$ cat config.mk
export PLATFORM = sky130hd
export DESIGN_NAME = clbp_sampler
export DESIGN_NICKNAME = d
export VERILOG_FILES = /design/src/hdl/assert_macros.svh /design/src/hdl/clbp_pkg.sv /design/src/hdl/clbp_sampler.sv
export SDC_FILE = /design/constraint.sdc
export NUM_CORES = 2
export LEC_CHECK = 0
export BUFFER_PORTS_ARGS = -buffer_cell sky130_fd_sc_hd__buf_2
export CORE_MARGIN = 10
export CORE_UTILIZATION = 55
export CTS_CLUSTER_DIAMETER = 50
export DETAILED_ROUTE_END_ITERATION = 12
export PLACE_DENSITY = 0.71
export RECOVER_POWER = 50
export SLEW_MARGIN = 20
export SYNTH_ARGS = -nofsm -noshare
export SYNTH_HDL_FRONTEND = slang
export SYNTH_SLANG_ARGS = --single-unit
$ cat constraint.sdc
create_clock -name clk -period 7.4 [get_ports clk]
set_clock_uncertainty 0.05 [all_clocks]
set_input_delay 1.11 -clock clk [delete_from_list [all_inputs] [get_ports clk]]
set_output_delay 1.11 -clock clk [all_outputs]
set_load 0.1 [all_outputs]
$ cat src/hdl/assert_macros.svh
// Assertion macros shared by the circular LBP RTL.
// Depends on nothing; included by the files that carry assertions.
`ifndef ASSERT_MACROS_SVH
`define ASSERT_MACROS_SVH

// Condition must hold at every clock edge outside reset.
`define ASSERT_ALWAYS(label, clk, rst_n, cond, msg) \
	label: assert property (@(posedge clk) disable iff (!rst_n) (cond)) \
		else $error(msg);

// Consequent must hold in the same cycle as the antecedent.
`define ASSERT_IMPLIES(label, clk, rst_n, ante, cons, msg) \
	label: assert property (@(posedge clk) disable iff (!rst_n) (ante) |-> (cons)) \
		else $error(msg);

// Consequent must hold in the cycle after the antecedent.
`define ASSERT_NEXT(label, clk, rst_n, ante, cons, msg) \
	label: assert property (@(posedge clk) disable iff (!rst_n) (ante) |=> (cons)) \
		else $error(msg);

`endif

$ cat src/hdl/clbp_pkg.sv
// Shared types and constants of the circular LBP code core.
// Depends on nothing; imported by the core, scan and sampler modules.
package clbp_pkg;

	localparam int CFG_DATA_BITS  = 16;
	localparam int WIDTH_REG_BITS = 11;
	localparam int HEIGHT_BITS    = 16;
	localparam int IN_PIX_BITS    = 8;
	localparam int CODE_BITS      = 8;

	localparam logic [WIDTH_REG_BITS-1:0] WIDTH_RESET  = 11'd640;
	localparam logic [HEIGHT_BITS-1:0]    HEIGHT_RESET = 16'd480;

	// Angle pi/2 in Q30.
	localparam longint unsigned HALF_PI_Q30 = 64'd1686629713;

	localparam int TAP_IDX_BITS = 5;
	localparam int WEIGHT_BITS  = 17;

	typedef enum logic [0:0] {
		CFG_IMAGE_WIDTH  = 1'b0,
		CFG_IMAGE_HEIGHT = 1'b1
	} cfg_reg_t;

	// Per-beat control that travels along the pipeline.
	typedef struct packed {
		logic emit;
		logic row_end;
		logic frame_end;
	} beat_ctrl_t;

	// One sample point: window indexes of the four corners and their weights.
	typedef struct packed {
		logic [TAP_IDX_BITS-1:0] row_lo;
		logic [TAP_IDX_BITS-1:0] row_hi;
		logic [TAP_IDX_BITS-1:0] col_lo;
		logic [TAP_IDX_BITS-1:0] col_hi;
		logic [3:0][WEIGHT_BITS-1:0] wt;
	} tap_t;

endpackage

$ cat src/hdl/clbp_sampler.sv
// Neighborhood window, bilinear sample lanes and centre compare.
// Depends on clbp_pkg.
module clbp_sampler #(
	parameter int RADIUS     = 1,
	parameter int NEIGHBORS  = 8,
	parameter int PIXEL_BITS = 8
) (
	input  logic                                     clk,
	input  logic                                     arst_n,
	input  logic                                     advance,
	input  logic                                     valid_s1,
	input  clbp_pkg::beat_ctrl_t                     ctrl_s1,
	input  logic [(2*RADIUS+1)*PIXEL_BITS-1:0]       column,
	output logic                                     valid_s3,
	output clbp_pkg::beat_ctrl_t                     ctrl_s3,
	output logic [NEIGHBORS-1:0]                     code
);

	import clbp_pkg::*;

	localparam int SPAN = 2 * RADIUS + 1;
	localparam int PB   = PIXEL_BITS;
	localparam int PW   = PB + WEIGHT_BITS;

	// Sine or cosine in Q30 by Taylor series, theta in [0, pi/2).
	function automatic longint trig_q30(input longint unsigned theta, input bit want_sin);
		longint unsigned th2;
		longint unsigned term;
		longint unsigned prod;
		longint          sum;
		th2  = (theta * theta) >> 30;
		term = want_sin ? theta : (64'd1 << 30);
		sum  = longint'(term);
		for (int k = 1; k <= 8; k++) begin
			prod = (term * th2) >> 30;
			case (k)
				1: term = want_sin ? prod / 6   : prod / 2;
				2: term = want_sin ? prod / 20  : prod / 12;
				3: term = want_sin ? prod / 42  : prod / 30;
				4: term = want_sin ? prod / 72  : prod / 56;
				5: term = want_sin ? prod / 110 : prod / 90;
				6: term = want_sin ? prod / 156 : prod / 132;
				7: term = want_sin ? prod / 210 : prod / 182;
				8: term = want_sin ? prod / 272 : prod / 240;
				default: term = prod;
			endcase
			if (k % 2 == 1) begin
				sum = sum - longint'(term);
			end else begin
				sum = sum + longint'(term);
			end
		end
		return sum;
	endfunction

	// Q30 value scaled by the radius, rounded half away from zero to Q8.
	function automatic int to_q8(input longint v);
		longint unsigned mag;
		int              m;
		mag = (v < 0) ? longint'(-v) : longint'(v);
		m   = int'((mag * 64'(RADIUS) + (64'd1 << 21)) >> 22);
		return (v < 0) ? -m : m;
	endfunction

	function automatic int clamp_idx(input int v);
		int t;
		t = v;
		if (t < -RADIUS) t = -RADIUS;
		if (t > RADIUS) t = RADIUS;
		return t + RADIUS;
	endfunction

	function automatic tap_t tap_entry(input int n);
		int              q;
		int              r;
		longint unsigned theta;
		longint          s;
		longint          c;
		longint          sa;
		longint          ca;
		int              xq;
		int              yq;
		int              fx;
		int              fy;
		int              tx;
		int              ty;
		tap_t            t;
		q     = (4 * n) / NEIGHBORS;
		r     = 4 * n - q * NEIGHBORS;
		theta = HALF_PI_Q30 * 64'(r) / NEIGHBORS;
		s     = trig_q30(theta, 1'b1);
		c     = trig_q30(theta, 1'b0);
		case (q & 3)
			0:       begin sa = s;  ca = c;  end
			1:       begin sa = c;  ca = -s; end
			2:       begin sa = -s; ca = -c; end
			default: begin sa = -c; ca = s;  end
		endcase
		xq = -to_q8(sa);
		yq = to_q8(ca);
		fx = xq >>> 8;
		fy = yq >>> 8;
		tx = xq - fx * 256;
		ty = yq - fy * 256;
		t.col_lo = TAP_IDX_BITS'(clamp_idx(fx));
		t.col_hi = TAP_IDX_BITS'(clamp_idx((tx != 0) ? fx + 1 : fx));
		t.row_lo = TAP_IDX_BITS'(clamp_idx(fy));
		t.row_hi = TAP_IDX_BITS'(clamp_idx((ty != 0) ? fy + 1 : fy));
		t.wt[0]  = WEIGHT_BITS'((256 - tx) * (256 - ty));
		t.wt[1]  = WEIGHT_BITS'(tx * (256 - ty));
		t.wt[2]  = WEIGHT_BITS'((256 - tx) * ty);
		t.wt[3]  = WEIGHT_BITS'(tx * ty);
		return t;
	endfunction

	logic [PB-1:0] win_q [SPAN][SPAN];
	logic          valid_s2;
	beat_ctrl_t    ctrl_s2;
	logic          valid_s3_q;
	beat_ctrl_t    ctrl_s3_q;
	logic [PB-1:0] centre_s3;

	// Shift the window left and take the new column on the right.
	always_ff @(posedge clk or negedge arst_n) begin
		if (!arst_n) begin
			for (int k = 0; k < SPAN; k++) begin
				for (int dx = 0; dx < SPAN; dx++) begin
					win_q[k][dx] <= '0;
				end
			end
		end else if (advance && valid_s1) begin
			for (int k = 0; k < SPAN; k++) begin
				for (int dx = 0; dx < SPAN - 1; dx++) begin
					win_q[k][dx] <= win_q[k][dx + 1];
				end
				win_q[k][SPAN-1] <= column[k*PB +: PB];
			end
		end
	end

	always_ff @(posedge clk or negedge arst_n) begin
		if (!arst_n) begin
			valid_s2   <= 1'b0;
			valid_s3_q <= 1'b0;
		end else if (advance) begin
			valid_s2   <= valid_s1;
			valid_s3_q <= valid_s2 && ctrl_s2.emit;
		end
	end

	always_ff @(posedge clk) begin
		if (advance) begin
			ctrl_s2   <= ctrl_s1;
			ctrl_s3_q <= ctrl_s2;
			centre_s3 <= win_q[RADIUS][RADIUS];
		end
	end

	for (genvar n = 0; n < NEIGHBORS; n++) begin : g_tap
		localparam tap_t TAP = tap_entry(n);
		localparam int RL = int'(TAP.row_lo);
		localparam int RH = int'(TAP.row_hi);
		localparam int CL = int'(TAP.col_lo);
		localparam int CH = int'(TAP.col_hi);

		logic [PW-1:0]   prod_s3 [4];
		logic [PW+1:0]   sum;

		always_ff @(posedge clk) begin
			if (advance) begin
				prod_s3[0] <= PW'(win_q[RL][CL]) * PW'(TAP.wt[0]);
				prod_s3[1] <= PW'(win_q[RL][CH]) * PW'(TAP.wt[1]);
				prod_s3[2] <= PW'(win_q[RH][CL]) * PW'(TAP.wt[2]);
				prod_s3[3] <= PW'(win_q[RH][CH]) * PW'(TAP.wt[3]);
			end
		end

		assign sum = (PW + 2)'(prod_s3[0]) + (PW + 2)'(prod_s3[1])
		           + (PW + 2)'(prod_s3[2]) + (PW + 2)'(prod_s3[3]);
		assign code[n] = sum >= (PW + 2)'({centre_s3, 16'h0000});
	end

	assign valid_s3 = valid_s3_q;
	assign ctrl_s3  = ctrl_s3_q;

endmodule
# --- Word-level counts from Yosys, hierarchy flattened ---
# Memories as Yosys holds them, arrays and structs flattened.
# Index checks and enable logic that the tools add are counted.
# Widths: inputs -> output; s select.
classes:
  addsub: 24
  multipliers: 9
  order_cmp: 8
  mux: 2
  n_reduce_logical: 2
ops:
  columns: ["op", "count"]
  rows:
  - ["$add 26x25->27", 8]
  - ["$add 27x25->27", 8]
  - ["$ge 27x24->1", 8]
  - ["$add 25x25->26", 8]
  - ["$mul 8x15->23 const B", 4]
  - ["$mul 8x14->22 const B", 4]
  - ["$mul 8x13->21 const B", 1]
  - ["$logic_and 1x1->1", 2]
  - ["$mux 1", 2]
totals:
  regBits: 88
  ram_bits: 496
  input_bits: 31
  out_inout_bits: 12
  elab_cells: 71
  mem_count: 8
memory_table:
  columns: ["memory", "words", "word_bits", "rd", "rd_ports_with_merged_regs", "write_ports", "line", "rtl"]
  rows:
  - ["g_tap[1].prod_s3", 4, 23, 4, 0, 4, "clbp_sampler.sv:166", "logic [PW-1:0] prod_s3 [4];"]
  - ["g_tap[3].prod_s3", 4, 23, 4, 0, 4, "clbp_sampler.sv:166", null]
  - ["g_tap[5].prod_s3", 4, 23, 4, 0, 4, "clbp_sampler.sv:166", null]
  - ["g_tap[7].prod_s3", 4, 23, 4, 0, 4, "clbp_sampler.sv:166", null]
  - ["g_tap[0].prod_s3", 4, 8, 4, 0, 4, "clbp_sampler.sv:166", null]
  - ["g_tap[2].prod_s3", 4, 8, 4, 0, 4, "clbp_sampler.sv:166", null]
  - ["2 more memories", null, null, null, null, null, null, null]

# --- Logic depth before layout (Yosys ltp) ---
# An unclocked memory read counts as a cell.
logic_depth:
  depth_word: 5
  depth_mapped: 24
  depth_no_buf: 24

# --- Least setup slack after synthesis ---
# No wires, ideal clock.
synth_path:
  path_type: "register -> output"
  start: "register centre_s3[0]"
  end: "output code[7]"
  t_arrival_ns: 6.362
  t_required_ns: 6.240
  setup_slack_ns: -0.122
  stages_incl_launch_ff: 24
  n_path_buf: 0
  cell_sequence: "edfxtp_1 -> fa_1 -> fa_1 -> ha_1 -> inv_1 -> fa_1 -> nor2b_1 -> o21ai_0 -> a2111oi_0 -> or3_4 -> a31o_4 -> a21o_2 -> a21oi_1 -> xnor2_1 -> ha_1 -> nor2b_1 -> o21a_1 -> o21a_1 -> o21a_1 -> o21a_1 -> o21ai_0 -> nand2b_1 -> a211oi_1 -> o311ai_0"
synth_via:
  elab_chain_cells: 1
synth_rtl:
  columns: ["item", "line", "rtl"]
  rows:
  - ["start, declared", "clbp_sampler.sv:121", "logic [PB-1:0] centre_s3;"]
  - ["start signal, assigned", "clbp_sampler.sv:155", "centre_s3 <= win_q[RADIUS][RADIUS];"]
  - ["$ge 27x24->1", "clbp_sampler.sv:180", "assign code[n] = sum >= (PW + 2)'({centre_s3, 16'h0000});"]
  - ["end, declared", "clbp_sampler.sv:16", "output logic [NEIGHBORS-1:0] code"]
# No other way between the ends.

==> run metrics <==
sum of buffers and inverters on the critical path=2; first-pass detailed-route iteration total=6; number of buffers inserted by hold repair at cts=0; number of instances in the synthesized netlist=3,280; Crit Path Max Fanout=6; top cell family by delay on the critical path=adder cells; number of buffers added by the clock tree synthesis step=55; area used by multi-input combinational logic=25,000 um^2; count of endpoints failing setup in the final report=3; Core Region=64,600 um^2; top-count cell post-synth=sky130_fd_sc_hd__ha_1; Slowest Stage Delay on Critical Path=0.54 ns; area share of the largest cell type after synthesis=0.222; Netlist cell types=80; type of the worst min-delay path=reg2reg; number of antenna violations at the first check in global routing=1; Top cell by count, worst path=sky130_fd_sc_hd__a21o_1; data required time at the worst endpoint=6.24 ns; arrival time of data at the critical path endpoint=6.41 ns; post-layout net count=4,487; Worst path slowest cell=sky130_fd_sc_hd__fa_1; maximum number of pins on one net before global-route repair=157; outcome=finished, violations left; max-capacitance violation count=4; post-DP HPWL=72,800 um; number of vias in the routed layout=24.4k; Final Non-Filler Cells=4,328; number of synthesized flops with an enable pin=240; row count=93; biggest area contributors in the synthesized netlist=sky130_fd_sc_hd__fa_1, sky130_fd_sc_hd__ha_1, sky130_fd_sc_hd__edfxtp_1, sky130_fd_sc_hd__inv_1, sky130_fd_sc_hd__dfrtp_1; number of clock sinks=314; CTS tree=yes; Mapped Area=35,900 um^2; total global routing overflow=0; final core area utilization=0.618; placed cells=4,177; min cycle time layout=7.57 ns; count of buffers inserted at the top-level ports=42; Die Y=276 um; peak clock frequency supported by timing=132 MHz; Filler cells=5,263; Clock Path Buffers=3; cells along the critical path=buf_4, fa_1, fa_1, ha_2, a21o_1, a21o_1, a21o_1, or3_4, a31o_4, a2111oi_4, nor3_2, a211oi_2, xnor2_1, ha_1, nand3_1, or4_1, nor3_1, nand4_1, a2111oi_2, nand3_1, o311ai_4, clkbuf_16; kind of start point of the critical path=flip-flop; initial detailed-routing violation count=1,644; master cell of the clock root buffer=sky130_fd_sc_hd__clkbuf_16; relative slew slack=-2.33; All-Layer GR Usage=0.245; Worst Max-Slew Pin Slew=5.00 ns; DR WL/cell=21.0 um; total nets after synthesis=4,342; Die Wd=276 um; hold_ws=0.367 ns; CTS clock-pin slew for the worst setup and hold paths=0.06 ns; fraction of synthesis flops using an asynchronous set or reset pin=0.236; top cell types by occurrence after synthesis=sky130_fd_sc_hd__ha_1, sky130_fd_sc_hd__inv_1, sky130_fd_sc_hd__fa_1, sky130_fd_sc_hd__edfxtp_1, sky130_fd_sc_hd__xnor2_1; nature of the critical path endpoint=output port; Final Hold Violating Endpoints=0; number of pins exceeding their max-slew limit in the final report=324; most frequently used flop master after synthesis=sky130_fd_sc_hd__edfxtp_1; number of synthesized register bits=314; die area=75,900 um^2; post-synthesis cell type with the largest combined area=sky130_fd_sc_hd__fa_1; Post-Syn Area per Cell=11.0 um^2; layout-stage area growth over the synthesis result=11.1%; wire length of the first global-routing pass=142,000 um; remaining antenna violation count after routing=0; via count of the first global-routing pass=24.7k; number of levels in the clock H-tree=2; remaining design rule violation count=0; share of final-layout standard cells stronger than drive strength 1=0.0971; yosys warns=0; worst setup slack after layout=-0.167 ns; unrepaired setup endpoints after global routing=true; sequential share of the synthesized area=0.252; Vias per Instance=5.64; worst skew pair latency=0.62 ns; Top Ports=43; FF+latch area=9060 um^2; Period Utilization, post-route=1.02; CP Class=reg2out; Routed WL=90,800 um; initial core utilization=0.556; violations in the final reports=capacitance limit, slew limit, setup timing; routability cong.=1.03
logic make-up (layout without fill, tap and decap cells):
logic type               count (synthesis)  count (layout)  share of synthesized area
flip-flops                             314             314                      0.252
adder cells (fa/ha/maj)               1031            1031                      0.442
AND/OR/NAND/NOR                        531             531                     0.0739
other                                    0               1                          0
buffers and inverters                  576             768                     0.0602
XOR/XNOR                               196             196                     0.0478
AO/OA/AOI/OAI                          573             573                      0.105
multiplexers                            59              59                     0.0183
per-stage QoR:
step	area, um^2	setup TNS, ns	setup slack (ns)
6_report	39900	-0.405	-0.167
5_1_grt	39900	-14.34	-0.426
4_1_cts	39700	-0.290	-0.151
3_5_place_dp	37400	0	0.159
3_3_place_gp	37400	0	0.335
2_1_floorplan	35900	0	0.350
cell usage in the layout, fill, tap and decap left out, drive strengths merged, types with 10 or more instances in the layout:
master,instances
o21bai,20
nor2,132
nor3,48
buf,102
xor2,47
a21o,71
ha,632
and3,15
o21ai,132
a21oi,146
nor4,15
nand4,18
nand2b,40
nand3,54
a211o,10
a31oi,13
xnor2,149
a211oi,21
or3,23
a2111oi,10
o211ai,10
fa,399
nand2,105
dfrtp,74
clkinv,13
clkbuf,73
mux2,52
a21boi,13
inv,567
and2,17
edfxtp,240
nor2b,36
o21a,45
cell type report:
class | count | share of cell area
antenna | 1 | 0.0000627
clock buffer | 67 | 0.0374
clock inverter | 37 | 0.00950
inverter | 556 | 0.0524
multi-input combinational | 2390 | 0.626
sequential | 314 | 0.227
tap | 855 | 0.0268
timing repair buffer | 108 | 0.0204
metal layers:
layer	up-vias	GRT usage	wire length [um]
met3	192	0.0429	6130
met2	631	0.391	41900
li1	11636	-	-
met5	-	0	0
met1	11949	0.325	38300
met4	0	0.110	4390
registers in the layout (all words and copies together), names as in the netlist:
name           cells
g_tap.prod_s3    226
valid_s2           1
centre_s3          8
ctrl_s2            3
valid_s3           1
win_q             72
ctrl_s3            3
repair_timing:
item / CTS / global route
setup buffers: 31 / 16
pin swaps: 42 / 49
resized for setup: 40 / 39
endpoints found under the setup margin: 4 / 4
worst paths after layout:
check | from | end | slack, ns | depth (start not counted)
min reg2reg | ctrl_s2[0] | ctrl_s3[0] | 0.37 | 0
min | ctrl_s2[0] | ctrl_s3[0] | 0.37 | 0
max in group asynchronous | arst_n | win_q[33] | 2.66 | 2
max reg2reg | win_q[53] | g_tap[5].prod_s3[1][21] | 1.59 | 17
min in group asynchronous | arst_n | win_q[0] | 1.26 | 1
max | g_tap[5].prod_s3[2][8] | code[7] | -0.17 | 22
Power is left out: the tool's default activity adds up to more than one toggle a clock period on the data nets, which glitch-free logic cannot reach.
