File: config.mk
export PLATFORM = sky130hd
export DESIGN_NAME = clbp_scan
export DESIGN_NICKNAME = d
export VERILOG_FILES = /design/src/hdl/clbp_pkg.sv /design/src/hdl/clbp_scan.sv
export VERILOG_INCLUDE_DIRS = /design/src /design/src/hdl
export SDC_FILE = /design/constraint.sdc
export NUM_CORES = 1
export LEC_CHECK = 0
export BUFFER_PORTS_ARGS = -buffer_cell sky130_fd_sc_hd__buf_2
export CORE_ASPECT_RATIO = 0.6
export CORE_UTILIZATION = 64
export DETAILED_ROUTE_END_ITERATION = 8
export PLACE_DENSITY = 0.81
export SLEW_MARGIN = 10
export SYNTH_ARGS = -nofsm -noshare
export SYNTH_HDL_FRONTEND = slang
export SYNTH_SLANG_ARGS = --single-unit
File: constraint.sdc
create_clock -name clk -period 11.1 [get_ports clk]
set_input_delay 0.555 -clock clk [delete_from_list [all_inputs] [get_ports clk]]
set_output_delay 0.555 -clock clk [all_outputs]
set_load 0.05 [all_outputs]
File: src/hdl/assert_macros.svh
// Assertion macros shared by the circular LBP RTL.
// Depends on nothing; included by the files that carry assertions.
`ifndef ASSERT_MACROS_SVH
`define ASSERT_MACROS_SVH

// Condition must hold at every clock edge outside reset.
`define ASSERT_ALWAYS(label, clk, rst_n, cond, msg) \
	label: assert property (@(posedge clk) disable iff (!rst_n) (cond)) \
		else $error(msg);

// Consequent must hold in the same cycle as the antecedent.
`define ASSERT_IMPLIES(label, clk, rst_n, ante, cons, msg) \
	label: assert property (@(posedge clk) disable iff (!rst_n) (ante) |-> (cons)) \
		else $error(msg);

// Consequent must hold in the cycle after the antecedent.
`define ASSERT_NEXT(label, clk, rst_n, ante, cons, msg) \
	label: assert property (@(posedge clk) disable iff (!rst_n) (ante) |=> (cons)) \
		else $error(msg);

`endif

File: src/hdl/clbp_pkg.sv
// Shared types and constants of the circular LBP code core.
// Depends on nothing; imported by the core, scan and sampler modules.
package clbp_pkg;

	localparam int CFG_DATA_BITS  = 16;
	localparam int WIDTH_REG_BITS = 11;
	localparam int HEIGHT_BITS    = 16;
	localparam int IN_PIX_BITS    = 8;
	localparam int CODE_BITS      = 8;

	localparam logic [WIDTH_REG_BITS-1:0] WIDTH_RESET  = 11'd640;
	localparam logic [HEIGHT_BITS-1:0]    HEIGHT_RESET = 16'd480;

	// Angle pi/2 in Q30.
	localparam longint unsigned HALF_PI_Q30 = 64'd1686629713;

	localparam int TAP_IDX_BITS = 5;
	localparam int WEIGHT_BITS  = 17;

	typedef enum logic [0:0] {
		CFG_IMAGE_WIDTH  = 1'b0,
		CFG_IMAGE_HEIGHT = 1'b1
	} cfg_reg_t;

	// Per-beat control that travels along the pipeline.
	typedef struct packed {
		logic emit;
		logic row_end;
		logic frame_end;
	} beat_ctrl_t;

	// One sample point: window indexes of the four corners and their weights.
	typedef struct packed {
		logic [TAP_IDX_BITS-1:0] row_lo;
		logic [TAP_IDX_BITS-1:0] row_hi;
		logic [TAP_IDX_BITS-1:0] col_lo;
		logic [TAP_IDX_BITS-1:0] col_hi;
		logic [3:0][WEIGHT_BITS-1:0] wt;
	} tap_t;

endpackage

File: src/hdl/clbp_scan.sv
// Raster position tracking and configuration registers of the LBP core.
// Depends on clbp_pkg and assert_macros.svh.
`include "assert_macros.svh"

module clbp_scan #(
	parameter int MAX_WIDTH = 1024,
	parameter int RADIUS    = 1
) (
	input  logic                                   clk,
	input  logic                                   arst_n,
	input  logic                                   accept,
	input  logic                                   frame_start,
	input  logic                                   cfg_we,
	input  clbp_pkg::cfg_reg_t                     cfg_index,
	input  logic [clbp_pkg::CFG_DATA_BITS-1:0]     cfg_data,
	output logic [$clog2(MAX_WIDTH)-1:0]           col,
	output clbp_pkg::beat_ctrl_t                   ctrl
);

	import clbp_pkg::*;

	localparam int AW = $clog2(MAX_WIDTH);
	localparam int WW = (AW + 1 > WIDTH_REG_BITS) ? AW + 1 : WIDTH_REG_BITS;

	logic [WIDTH_REG_BITS-1:0] width_q;
	logic [HEIGHT_BITS-1:0]    height_q;
	logic [AW-1:0]             col_q;
	logic [HEIGHT_BITS-1:0]    row_q;

	logic [WW-1:0]            width_eff;
	logic [HEIGHT_BITS-1:0]   height_eff;
	logic [AW-1:0]            col_cur;
	logic [HEIGHT_BITS-1:0]   row_cur;
	logic [WW-1:0]            col_nxt;
	logic [HEIGHT_BITS:0]     row_nxt;
	logic                     row_last;
	logic                     frame_last;

	always_ff @(posedge clk or negedge arst_n) begin
		if (!arst_n) begin
			width_q  <= WIDTH_RESET;
			height_q <= HEIGHT_RESET;
		end else if (cfg_we) begin
			case (cfg_index)
				CFG_IMAGE_WIDTH:  width_q  <= cfg_data[WIDTH_REG_BITS-1:0];
				CFG_IMAGE_HEIGHT: height_q <= cfg_data[HEIGHT_BITS-1:0];
				default: ;
			endcase
		end
	end

	always_comb begin
		width_eff = WW'(width_q);
		if (width_eff == '0) begin
			width_eff = WW'(1);
		end else if (width_eff > WW'(MAX_WIDTH)) begin
			width_eff = WW'(MAX_WIDTH);
		end
		height_eff = (height_q == '0) ? HEIGHT_BITS'(1) : height_q;

		col_cur    = frame_start ? '0 : col_q;
		row_cur    = frame_start ? '0 : row_q;
		col_nxt    = WW'(col_cur) + WW'(1);
		row_nxt    = {1'b0, row_cur} + (HEIGHT_BITS + 1)'(1);
		row_last   = col_nxt >= width_eff;
		frame_last = row_nxt >= {1'b0, height_eff};
	end

	always_ff @(posedge clk or negedge arst_n) begin
		if (!arst_n) begin
			col_q <= '0;
			row_q <= '0;
		end else if (accept) begin
			if (row_last) begin
				col_q <= '0;
				row_q <= frame_last ? '0 : row_nxt[HEIGHT_BITS-1:0];
			end else begin
				col_q <= col_nxt[AW-1:0];
				row_q <= row_cur;
			end
		end
	end

	assign col            = col_cur;
	assign ctrl.emit      = (row_cur >= HEIGHT_BITS'(2 * RADIUS))
	                      && (WW'(col_cur) >= WW'(2 * RADIUS));
	assign ctrl.row_end   = row_last;
	assign ctrl.frame_end = row_last && frame_last;

	`ASSERT_NEXT(a_frame_wrap, clk, arst_n, accept && ctrl.frame_end, (col_q == '0) && (row_q == '0), "counters did not wrap after the last pixel of a frame")

endmodule

=== Word-level counts from Yosys, hierarchy flattened ===
Cells that the tools add are included.

* Flip-flop bits (word level): 53
* Input bits: 22
* Output and inout bits: 13
* Logic and storage cells: 26

* $add $sub $neg: 2
* Magnitude comparators: 5
* Muxes and demuxes: 8
* Bitwise logic cells: 1
* Reduce and logical (&&, ||, !) cells: 6

{| class="wikitable"
|+ Operator list
! cell !! count
|-
| two-way mux 16 bit || 4
|-
| two-way mux 11 bit || 2
|-
| two-way mux 10 bit || 2
|-
| adder 16 x 1 -> 17 bit (second input constant) || 1
|-
| greater-or-equal comparator 17 x 16 -> 1 bit || 1
|-
| greater-or-equal comparator 16 x 2 -> 1 bit (second input constant) || 1
|-
| zero test 16 bit || 1
|-
| adder 10 x 1 -> 11 bit (second input constant) || 1
|-
| greater-or-equal comparator 11 bit || 1
|-
| greater-than comparator 11 bit (second input constant) || 1
|-
| zero test 11 bit || 1
|-
| greater-or-equal comparator 10 x 2 -> 1 bit (second input constant) || 1
|-
| AND reduction 2 bit || 2
|-
| logical AND 1 bit || 2
|-
| inverter 1 bit || 1
|}

=== Longest topological paths before layout ===
Gate-level depths: netlist (run 1).

* Depth in word-level cells: 5
* Mapped depth: 18

=== Least setup slack after synthesis (run 1) ===
OpenSTA, ideal clock, no wires.

* Path type: in2out
* Start: in frame_start
* End: out ctrl[0] (netlist bit)
* Arrival time: 4.317 ns
* Data required time: 10.545 ns
* Path slack: 6.228 ns
* Cell stages on the path: 14
* Buffers on the path: 3
* Path through: buf_4 -> clkbuf_1 -> nor2b_1 -> ha_1 -> nand3_1 -> nor2_1 -> and3_1 -> xor2_1 -> ha_1 -> and4_1 -> a31o_1 -> nor2_1 -> clkbuf_1 -> a21oi_1

{| class="wikitable"
|+ RTL lines
! element !! RTL line !! source
|-
| start: declaration || clbp_scan.sv:12 || <nowiki>input logic frame_start,</nowiki>
|-
| end: declaration || clbp_scan.sv:17 || <nowiki>output clbp_pkg::beat_ctrl_t ctrl</nowiki>
|}

==> results of run 1 <==
==> kinds of logic (layout without fill, tap and decap cells) <==
family                   count (synthesis)  count (layout)  synth area share, %
XOR/XNOR                                19              19                 4.65
buffers and inverters                   44              71                 5.17
multiplexers                            29              29                 9.02
adder cells (fa/ha/maj)                 31              31                 10.8
flip-flops                              53              53                 37.3
AO/OA/AOI/OAI                           71              71                 14.1
AND/OR/NAND/NOR                        131             131                 19.0
==> final timing paths <==
path                               from            to  slack [ns]
setup / recovery            frame_start       ctrl[0]        6.32
hold / removal                   arst_n     row_q[15]        0.35
setup reg to reg               row_q[0]     row_q[10]        7.01
hold reg to reg              width_q[8]    width_q[8]        0.53
max in group asynchronous        arst_n      col_q[4]       10.31
min in group clk           cfg_data[13]  height_q[13]        0.47
==> metal layers <==
layer | wire [um] | share of wire, %
met1 | 4150 | 51
met2 | 3210 | 39
met3 | 729 | 8.9
met4 | 116 | 1.4
met5 | 0 | 0
==> power breakdown <==
group          internal [uW]  switching [uW]
combinational           35.8            49.6
sequential               213            16.0
clock                   43.7            65.7
total                    292             131
==> synthesized netlist by cell type (2+ instances only) <==
cell type / n
sky130_fd_sc_hd__a22o_1: 12
sky130_fd_sc_hd__o31ai_1: 2
sky130_fd_sc_hd__a31oi_1: 7
sky130_fd_sc_hd__and3_1: 7
sky130_fd_sc_hd__nor3_1: 7
sky130_fd_sc_hd__dfstp_2: 6
sky130_fd_sc_hd__o21ai_1: 4
sky130_fd_sc_hd__a32oi_1: 2
sky130_fd_sc_hd__mux2_2: 18
sky130_fd_sc_hd__nor4_1: 11
sky130_fd_sc_hd__clkbuf_1: 12
sky130_fd_sc_hd__nand2_1: 30
sky130_fd_sc_hd__xor2_1: 12
sky130_fd_sc_hd__dfrtp_1: 47
sky130_fd_sc_hd__inv_1: 25
sky130_fd_sc_hd__mux2_1: 8
sky130_fd_sc_hd__nand3b_1: 2
sky130_fd_sc_hd__o21ai_0: 10
sky130_fd_sc_hd__buf_4: 3
sky130_fd_sc_hd__o2bb2ai_1: 4
sky130_fd_sc_hd__nand3_1: 17
sky130_fd_sc_hd__nor2_1: 27
sky130_fd_sc_hd__a41o_1: 2
sky130_fd_sc_hd__a21oi_1: 19
sky130_fd_sc_hd__nor2b_1: 13
sky130_fd_sc_hd__ha_1: 31
sky130_fd_sc_hd__mux2i_1: 3
sky130_fd_sc_hd__xnor2_1: 7
sky130_fd_sc_hd__nand4_1: 6
sky130_fd_sc_hd__or3_1: 2
==> state kept, by name, summed over array words and instances, names as in the netlist <==
name,count
height_q,16
row_q,16
width_q,11
col_q,10
==> critical path, cell delays in order <==
cell and delay [ns]:
sky130_fd_sc_hd__buf_2 0.32, sky130_fd_sc_hd__nor2b_1 0.33, sky130_fd_sc_hd__ha_1 0.32, sky130_fd_sc_hd__nand3_2 0.17, sky130_fd_sc_hd__nor4_4 0.56, sky130_fd_sc_hd__nand3_1 0.17, sky130_fd_sc_hd__xnor2_1 0.16, sky130_fd_sc_hd__nor2_1 0.19
sky130_fd_sc_hd__ha_1 0.29, sky130_fd_sc_hd__a21oi_1 0.16, sky130_fd_sc_hd__nor2b_1 0.10, sky130_fd_sc_hd__a311oi_4 0.49, sky130_fd_sc_hd__a21oi_1 0.16, sky130_fd_sc_hd__buf_2 0.25
==> through the flow <==
step | area (sq um) | hold WS, ns | util, %
after detailed placement | 3770 | 0.509 | 72.1
after CTS | 3850 | 0.383 | 73.7
after global placement | 3770 | 0.501 | 72.1
after floorplan | 3580 | 0.259 | -
after global routing | 3850 | 0.428 | 73.7
final | 3850 | 0.350 | 73.7
==> cell type report <==
class | count | area share [%]
Inverter | 27 | 2.63
Clock buffer | 5 | 1.79
Multi-Input combinational cell | 281 | 53.4
Clock inverter | 2 | 0.422
Timing Repair Buffer | 37 | 5.00
Sequential cell | 53 | 34.6
Tap cell | 66 | 2.14
==> parameters.txt, run 1 <==
Parameter                              Value

Timing
  Period Utilization, post-route ... 43.1%
  Setup Skew ... 0.0135 ns
  F_max ... 209 MHz
  Worst path setup slack after routing ... 6.32 ns
  Unrepaired setup endpoints after global routing ... no
  Post-route minimum period ... 4.78 ns
  Count of final hold-check violations ... 0
  Slew @ Worst Pin ... 0.891 ns
  Relative max-transition margin ... 40.5%
  TNS Setup ... 0 ns
  Setup Viol. Count Final ... 0
  Final Max Tran Viols ... 0

Synth
  Yosys cell types ... 52
  Most frequently used flop master after synthesis ... sky130_fd_sc_hd__dfrtp_1
  Fraction of post-synthesis cell area in the top cell type by area ... 32.9%
  Synth Net Count ... 431
  Gate Count Post-Synth ... 378
  Post-synth design cell area ... 0.00358 sq mm
  Count of state elements after synthesis ... 53
  Number of enable flip-flop cells after synthesis ... 0
  Yosys warns ... 0
  Cell types occupying the most area after synthesis ... sky130_fd_sc_hd__dfrtp_1 (33%), sky130_fd_sc_hd__ha_1 (11%), sky130_fd_sc_hd__mux2_2 (5.7%), sky130_fd_sc_hd__dfstp_2 (4.4%), sky130_fd_sc_hd__nand2_1 (3.1%)
  Sequential area share after synthesis ... 37.3%
  Synthesized area divided by synthesized cell count ... 9.47 sq um
  Post-synth top area cell ... sky130_fd_sc_hd__dfrtp_1
  Share of async-settable or async-resettable flops after synthesis ... 100%

Critical path
  Worst Setup Start Kind ... input pin
  Worst EP required ... 10.55 ns
  R2R cell count ... 14
  Top fanout value on the critical path ... 39
  Arrival time of the worst setup path ... 4.23 ns
  Path type of the worst setup path ... in2out
  Nature of the critical path endpoint ... output pin

Drt
  Routed wire length per instance ... 17.4 um
  Number of routed nets with antenna violations ... 0
  Total via count in the routed design ... 2,934
  Iteration-0 DRC count of the detailed router ... 243
  Pre-Repair DR Iteration Count ... 7
  # DRC ... 0
  Via density per instance ... 6.23
  DRT Wirelength ... 8210 um

Layout
  Most common library cell in the layout ignoring fill and taps ... sky130_fd_sc_hd__dfrtp_1
  Layout overhead on the synthesized area ... 7.73%
  Highest-count cells in the layout ignoring fill and taps ... sky130_fd_sc_hd__dfrtp_1 (47), sky130_fd_sc_hd__buf_2 (34), sky130_fd_sc_hd__ha_1 (31)
  Layout cells sized above 1 ... 18.5%
  Post-layout nets ... 458
  Footprint of the multi-input gates ... 0.00206 sq mm
  Filler cells ... 383
  Non-filler instance count after layout ... 471
  Sequential cell area ... 0.00133 sq mm
  Diodes inserted ... 0

Clock network
  Count of hold-fix buffers inserted at cts ... 0
  Cts repair resizes ... 0
  Total clock buffers created by CTS ... 5
  Clock tree from TritonCTS ... done
  Root buffer cell ... sky130_fd_sc_hd__clkbuf_8
  Clock transition at path regs ... 0.09 ns
  Clk sink count ... 53
  Post-CTS Setup Bufs ... 0
  Source-to-sink clock delay at the later pin of the worst-skew pair ... 0.31 ns
  Maximum root-to-sink buffer count ... 2
  Number of levels in the clock H-tree ... 2

Floorplanning
  Core Region ... 0.00523 sq mm
  Width of the die ... 98.5 um
  Area enclosed by the die boundary ... 0.00590 sq mm
  Die height ... 59.9 um
  I/O Pins ... 35
  Standard-cell rows ... 20
  Initial Util ... 68.4%

Global route
  Via count of the first global-routing pass ... 2,664
  Met2 track demand over resource ... 41.9%
  Met3 routing resource usage after global routing ... 7.49%
  Combined global-route utilization of all metal layers ... 29.8%
  Largest net degree at the start of global routing ... 54
  Global routing usage on met1 ... 45.8%
  Remaining global-route overflow ... 0
  Initial antenna violation count ... 0
  Wire length of the first global-routing pass ... 13,300 um
  Busiest layer in global routing ... met1

Min path
  Class of the worst hold path ... in2async

Pwr
  Leakage power summed over all cells ... 0.00183 uW
  Power Total ... 423 uW
  Peak supply drop ... 69.6 uV
  Power per cell area ... 110 mW/mm^2

Placement
  Post-DP HPWL ... 6230 um
  Count of placed standard cells including taps ... 464
  Post-placement worst setup slack ... 6.42 ns
  Count of input and output buffers ... 34
  Final Wtd Congestion ... 0.930

Run
  Maximum Capacitance Violations ... 0

Status
  Outcome ... completed
No activity file was read; power rests on OpenSTA's default activity.
==> run 2, diff against run 1 <==
Settings changed: CORE_UTILIZATION 64 to 60, PLACE_DENSITY 0.81 to 0.77.
Clock period 11.1 ns to 4.9 ns, I/O delays scaled along.
==> parameters.txt, run 2 (synthesis results as in run 1) <==
Parameter                              Value

Pwr
  Peak supply drop ... 166 uV
  Fraction of power consumed by the clock network ... 27.1%
  Power per cell area ... 251 mW/mm^2
  Leakage power summed over all cells ... 0.00186 uW
  Combinational Power Share ... 20.3%
  Net Switching ... 301 uW
  Switching power as a share of total power ... 30.6%
  Sequential Power Share ... 52.6%
  Design internal power ... 681 uW
  Power Total ... 982 uW

Layout
  Layout overhead on the synthesized area ... 9.23%
  Highest-count cells in the layout ignoring fill and taps ... sky130_fd_sc_hd__dfrtp_1 (47), sky130_fd_sc_hd__buf_2 (34), sky130_fd_sc_hd__ha_1 (31)
  Layout cells sized above 1 ... 19.3%
  Post-layout nets ... 461
  Diodes inserted ... 0
  Regs by FF count ... height_q: 16 flops, row_q: 16 flops, width_q: 11 flops
  Final instance area ... 0.00391 sq mm
  Most common library cell in the layout ignoring fill and taps ... sky130_fd_sc_hd__dfrtp_1
  Share of the core filled with cells ... 69.2%

Clock network
  Root buffer cell ... sky130_fd_sc_hd__clkbuf_8
  Clk sink count ... 53
  Clock tree from TritonCTS ... done
  Post-CTS Setup Bufs ... 0
  Source-to-sink clock delay at the later pin of the worst-skew pair ... 0.31 ns
  Total clock buffers created by CTS ... 5
  Cts repair resizes ... 0
  Number of levels in the clock H-tree ... 2
  Clock transition at path regs ... 0.10 ns
  Count of hold-fix buffers inserted at cts ... 0
  Maximum root-to-sink buffer count ... 2

Floorplanning
  Standard-cell rows ... 21
  Area enclosed by the die boundary ... 0.00629 sq mm
  Core Region ... 0.00565 sq mm
  Initial Util ... 63.3%
  Die height ... 61.8 um
  Width of the die ... 102 um
  I/O Pins ... 35

Timing
  Count of final hold-check violations ... 0
  Relative max-transition margin ... 38.5%
  Period Utilization, post-route ... 88.9%
  Setup Skew ... 0.00610 ns
  TNS Setup ... 0 ns
  Unrepaired setup endpoints after global routing ... no
  F_max ... 230 MHz
  Final Max Tran Viols ... 0
  Slew @ Worst Pin ... 0.920 ns
  Setup Viol. Count Final ... 0
  Smallest hold slack ... 0.0551 ns
  Post-route minimum period ... 4.36 ns

Critical path
  Worst Setup Start Kind ... flop
  Top fanout value on the critical path ... 8
  RR Startpoint ... row_q[0]
  Nature of the critical path endpoint ... output pin
  Path type of the worst setup path ... reg2out
  Critical Path Source ... row_q[0]
  Arrival time of the worst setup path ... 4.11 ns
  Worst EP required ... 4.66 ns

Drt
  Routed wire length per instance ... 17.5 um
  # DRC ... 0
  Total via count in the routed design ... 2,960
  Via density per instance ... 6.05
  Number of routed nets with antenna violations ... 0
  DRT Wirelength ... 8540 um
  Pre-Repair DR Iteration Count ... 4
  Iteration-0 DRC count of the detailed router ... 230

Run
  Maximum Capacitance Violations ... 0

Min path
  Class of the worst hold path ... in2async

Global route
  Initial antenna violation count ... 0
  Remaining global-route overflow ... 0
  Combined global-route utilization of all metal layers ... 29.7%
  Wire length of the first global-routing pass ... 13,600 um
  Via count of the first global-routing pass ... 2,607
  Largest net degree at the start of global routing ... 54

Placement
  Post-DP HPWL ... 6540 um
  Standard cell area after detailed placement ... 0.00381 sq mm
  Count of input and output buffers ... 34
  Final Wtd Congestion ... 0.918

Status
  Outcome ... completed
run 2: cell count changes in the layout (fill, tap and decap cells not counted), sizes merged:
| cell | change |
|---|---|
| clkbuf | +1 |
| clkinv | -1 |
| inv | +1 |
| buf | +3 |
run 2: power by group through the flow:
| stage | combinational (uW) | clock, uW | sequential, uW |
|---|---|---|---|
| finish | 199 | 266 | 517 |
| global route | 225 | 295 | 523 |
| CTS | 200 | 274 | 516 |
| detailed placement | 199 | 0 | 524 |
| global placement | 190 | 0 | 521 |
| floorplan | 142 | 0 | 512 |
run 2: metal layers:
| layer | track usage (%) | vias to the layer above | part of all wire, % |
|---|---|---|---|
| met4 | 6.21 | 0 | 0.81 |
| li1 | - | 1415 | - |
| met5 | 0 | - | 0 |
| met1 | 46.4 | 1388 | 49 |
| met2 | 42.4 | 149 | 41 |
| met3 | 5.70 | 8 | 9.8 |
run 2: path summary, 6_finish.rpt:
path | to | slack [ns] | depth (start not counted)
max | ctrl[0] | 0.54 | 14
min | row_q[5] | 0.06 | 2
max reg2reg | row_q[9] | 0.89 | 15
min reg2reg | width_q[8] | 0.53 | 1
max in group asynchronous | row_q[1] | 4.39 | 2
min in group clk | height_q[11] | 0.16 | 2
run 2: cell type report:
class	count	area [sq um]
Sequential cell	53	1330
Clock inverter	2	16.3
Tap cell	80	100
Multi-Input combinational cell	281	2060
Clock buffer	6	82.6
Fill cell	456	1740
Inverter	27	101
Timing Repair Buffer	40	215
run 2: metrics by stage:
step                      setup WS, ns  cells
after global placement            1.08    481
after floorplan                  0.648    378
after detailed placement         0.907    481
after global routing             0.220    489
after CTS                        0.610    489
final                            0.543    489
run 2: worst max-delay path, stage by stage, from the launching register on:
cell and delay (ns):
sky130_fd_sc_hd__dfrtp_1 0.42, sky130_fd_sc_hd__nor2b_1 0.25, sky130_fd_sc_hd__ha_1 0.30, sky130_fd_sc_hd__nand3_2 0.16
sky130_fd_sc_hd__nor4_4 0.57, sky130_fd_sc_hd__nand3_1 0.25, sky130_fd_sc_hd__xor2_1 0.19, sky130_fd_sc_hd__nor2_1 0.14
sky130_fd_sc_hd__ha_1 0.28, sky130_fd_sc_hd__a21oi_1 0.15, sky130_fd_sc_hd__o21a_1 0.16, sky130_fd_sc_hd__o211ai_1 0.09
sky130_fd_sc_hd__o21ai_1 0.44, sky130_fd_sc_hd__a21oi_1 0.14, sky130_fd_sc_hd__buf_2 0.24
==> run 3, diff against run 2 <==
Settings changed: PLACE_DENSITY 0.77 to 0.79, REMOVE_ABC_BUFFERS set to 1.
==> parameters.txt, run 3 (synthesis results as in run 1) <==
Parameter                              Value

Layout
  Non-filler instance count after layout ... 488
  Layout cells sized above 1 ... 18.9%
  Regs by FF count ... height_q: 16 flops, row_q: 16 flops, width_q: 11 flops
  Share of the core filled with cells ... 68.9%
  Final instance area ... 0.00389 sq mm
  Most common library cell in the layout ignoring fill and taps ... sky130_fd_sc_hd__dfrtp_1
  Highest-count cells in the layout ignoring fill and taps ... sky130_fd_sc_hd__dfrtp_1 (47), sky130_fd_sc_hd__buf_2 (34), sky130_fd_sc_hd__ha_1 (31)
  Layout overhead on the synthesized area ... 8.74%
  Diodes inserted ... 0
  Filler cells ... 451
  Post-layout nets ... 460

Drt
  DRT Wirelength ... 8430 um
  Number of routed nets with antenna violations ... 0
  Via density per instance ... 6.11
  Pre-Repair DR Iteration Count ... 5
  Routed wire length per instance ... 17.3 um
  # DRC ... 0
  Iteration-0 DRC count of the detailed router ... 219
  Total via count in the routed design ... 2,980

Clock network
  Cts repair resizes ... 0
  Post-CTS Setup Bufs ... 0
  Maximum root-to-sink buffer count ... 2
  Clock transition at path regs ... 0.10 ns
  Clock tree from TritonCTS ... done
  Source-to-sink clock delay at the later pin of the worst-skew pair ... 0.31 ns
  Total clock buffers created by CTS ... 5
  Clk sink count ... 53
  Root buffer cell ... sky130_fd_sc_hd__clkbuf_8
  Count of hold-fix buffers inserted at cts ... 0
  Number of levels in the clock H-tree ... 2

Timing
  F_max ... 234 MHz
  Period Utilization, post-route ... 87.2%
  Unrepaired setup endpoints after global routing ... no
  Slew @ Worst Pin ... 0.940 ns
  Post-route minimum period ... 4.27 ns
  Smallest hold slack ... 0.0323 ns
  Setup Skew ... 0.0100 ns
  TNS Setup ... 0 ns
  Relative max-transition margin ... 37.2%
  Setup Viol. Count Final ... 0
  Final Max Tran Viols ... 0
  Count of final hold-check violations ... 0

Status
  Outcome ... completed

Pwr
  Peak supply drop ... 168 uV
  Power per cell area ... 249 mW/mm^2
  Leakage power summed over all cells ... 0.00184 uW

Critical path
  Capture instance of the worst register-to-register path ... row_q[14]
  Setup slack, reg-to-reg ... 0.97 ns
  RR Startpoint ... row_q[0]
  Worst Setup Start Kind ... flop
  Nature of the critical path endpoint ... output pin
  Worst EP required ... 4.66 ns
  Critical Path Source ... row_q[0]
  Top fanout value on the critical path ... 15
  R2R cell count ... 14
  Path type of the worst setup path ... reg2out
  Arrival time of the worst setup path ... 4.03 ns
  Termination of the worst setup path ... ctrl[0]

Global route
  Via count of the first global-routing pass ... 2,541
  Wire length of the first global-routing pass ... 12,900 um
  Largest net degree at the start of global routing ... 54
  Combined global-route utilization of all metal layers ... 27.7%
  Initial antenna violation count ... 0
  Remaining global-route overflow ... 0

Min path
  Class of the worst hold path ... in2async

Placement
  Count of placed standard cells including taps ... 480
  Count of input and output buffers ... 34
  Standard cell area after detailed placement ... 0.00380 sq mm
  Final Wtd Congestion ... 0.865
  Post-DP HPWL ... 6390 um

Floorplanning
  Initial Util ... 63.3%
  Standard-cell rows ... 21
  I/O Pins ... 35
  Width of the die ... 102 um
  Core Region ... 0.00565 sq mm
  Area enclosed by the die boundary ... 0.00629 sq mm
  Die height ... 61.8 um

Run
  Maximum Capacitance Violations ... 0
run 3: cell count changes in the layout (fill, tap and decap cells not counted):
cell	change
sky130_fd_sc_hd__clkbuf_8	-1
sky130_fd_sc_hd__buf_4	-1
sky130_fd_sc_hd__inv_6	-1
sky130_fd_sc_hd__clkbuf_1	+1
sky130_fd_sc_hd__clkinv_4	+1
run 3: how the worst min path moves through the flow:
stage	startpoint	to	slack, ns
floorplan	arst_n	col_q[0]	-0.05
finish	arst_n	row_q[13]	0.03
global route	arst_n	row_q[15]	0.11
global placement	arst_n	row_q[9]	0.40
detailed placement	arst_n	row_q[9]	0.40
CTS	arst_n	col_q[8]	0.07
run 3: where the power goes:
group          total (uW)  switching [uW]  internal, uW  leakage [uW]
Clock                 256             154           102     0.0000414
Sequential            517            35.6           482      0.000669
Combinational         196             114          82.1       0.00113
run 3: layout make-up:
cell class                      count  area (sq um)  share of cell area, %
Clock buffer                        6          72.6                   1.86
Timing Repair Buffer               39           208                   5.34
Inverter                           27           101                   2.60
Sequential cell                    53          1330                   34.3
Clock inverter                      2          16.3                  0.418
Multi-Input combinational cell    281          2060                   52.9
Tap cell                           80           100                   2.57
run 3: routing by layer:
layer / track usage (%) / vias up / part of all wire, %
met5: 0 / - / 0
met4: 2.69 / 0 / 0.30
met3: 5.70 / 4 / 7.8
met2: 38.8 / 124 / 40
met1: 44.6 / 1434 / 52
li1: - / 1418 / -
run 3: metrics by stage:
| stage | worst slack [ns] | total power [uW] |
|---|---|---|
| 3_3_place_gp | 1.23 | 709 |
| 5_1_grt | 0.373 | 1020 |
| 3_5_place_dp | 1.08 | 720 |
| 6_report | 0.627 | 969 |
| 4_1_cts | 0.698 | 967 |
| 2_1_floorplan | 0.850 | 645 |
run 3: critical path, cell delays in order (launching register included):
cell	delay (ns)
sky130_fd_sc_hd__dfrtp_1	0.43
sky130_fd_sc_hd__nor2b_1	0.29
sky130_fd_sc_hd__ha_1	0.32
sky130_fd_sc_hd__nand3_2	0.15
sky130_fd_sc_hd__nor4_4	0.55
sky130_fd_sc_hd__nand3_1	0.19
sky130_fd_sc_hd__xor2_1	0.18
sky130_fd_sc_hd__nor2_1	0.16
sky130_fd_sc_hd__ha_1	0.27
sky130_fd_sc_hd__a21oi_1	0.16
sky130_fd_sc_hd__o21a_1	0.18
sky130_fd_sc_hd__o211ai_1	0.09
sky130_fd_sc_hd__o21ai_1	0.16
sky130_fd_sc_hd__buf_4	0.23
sky130_fd_sc_hd__a21oi_1	0.11
sky130_fd_sc_hd__buf_2	0.24
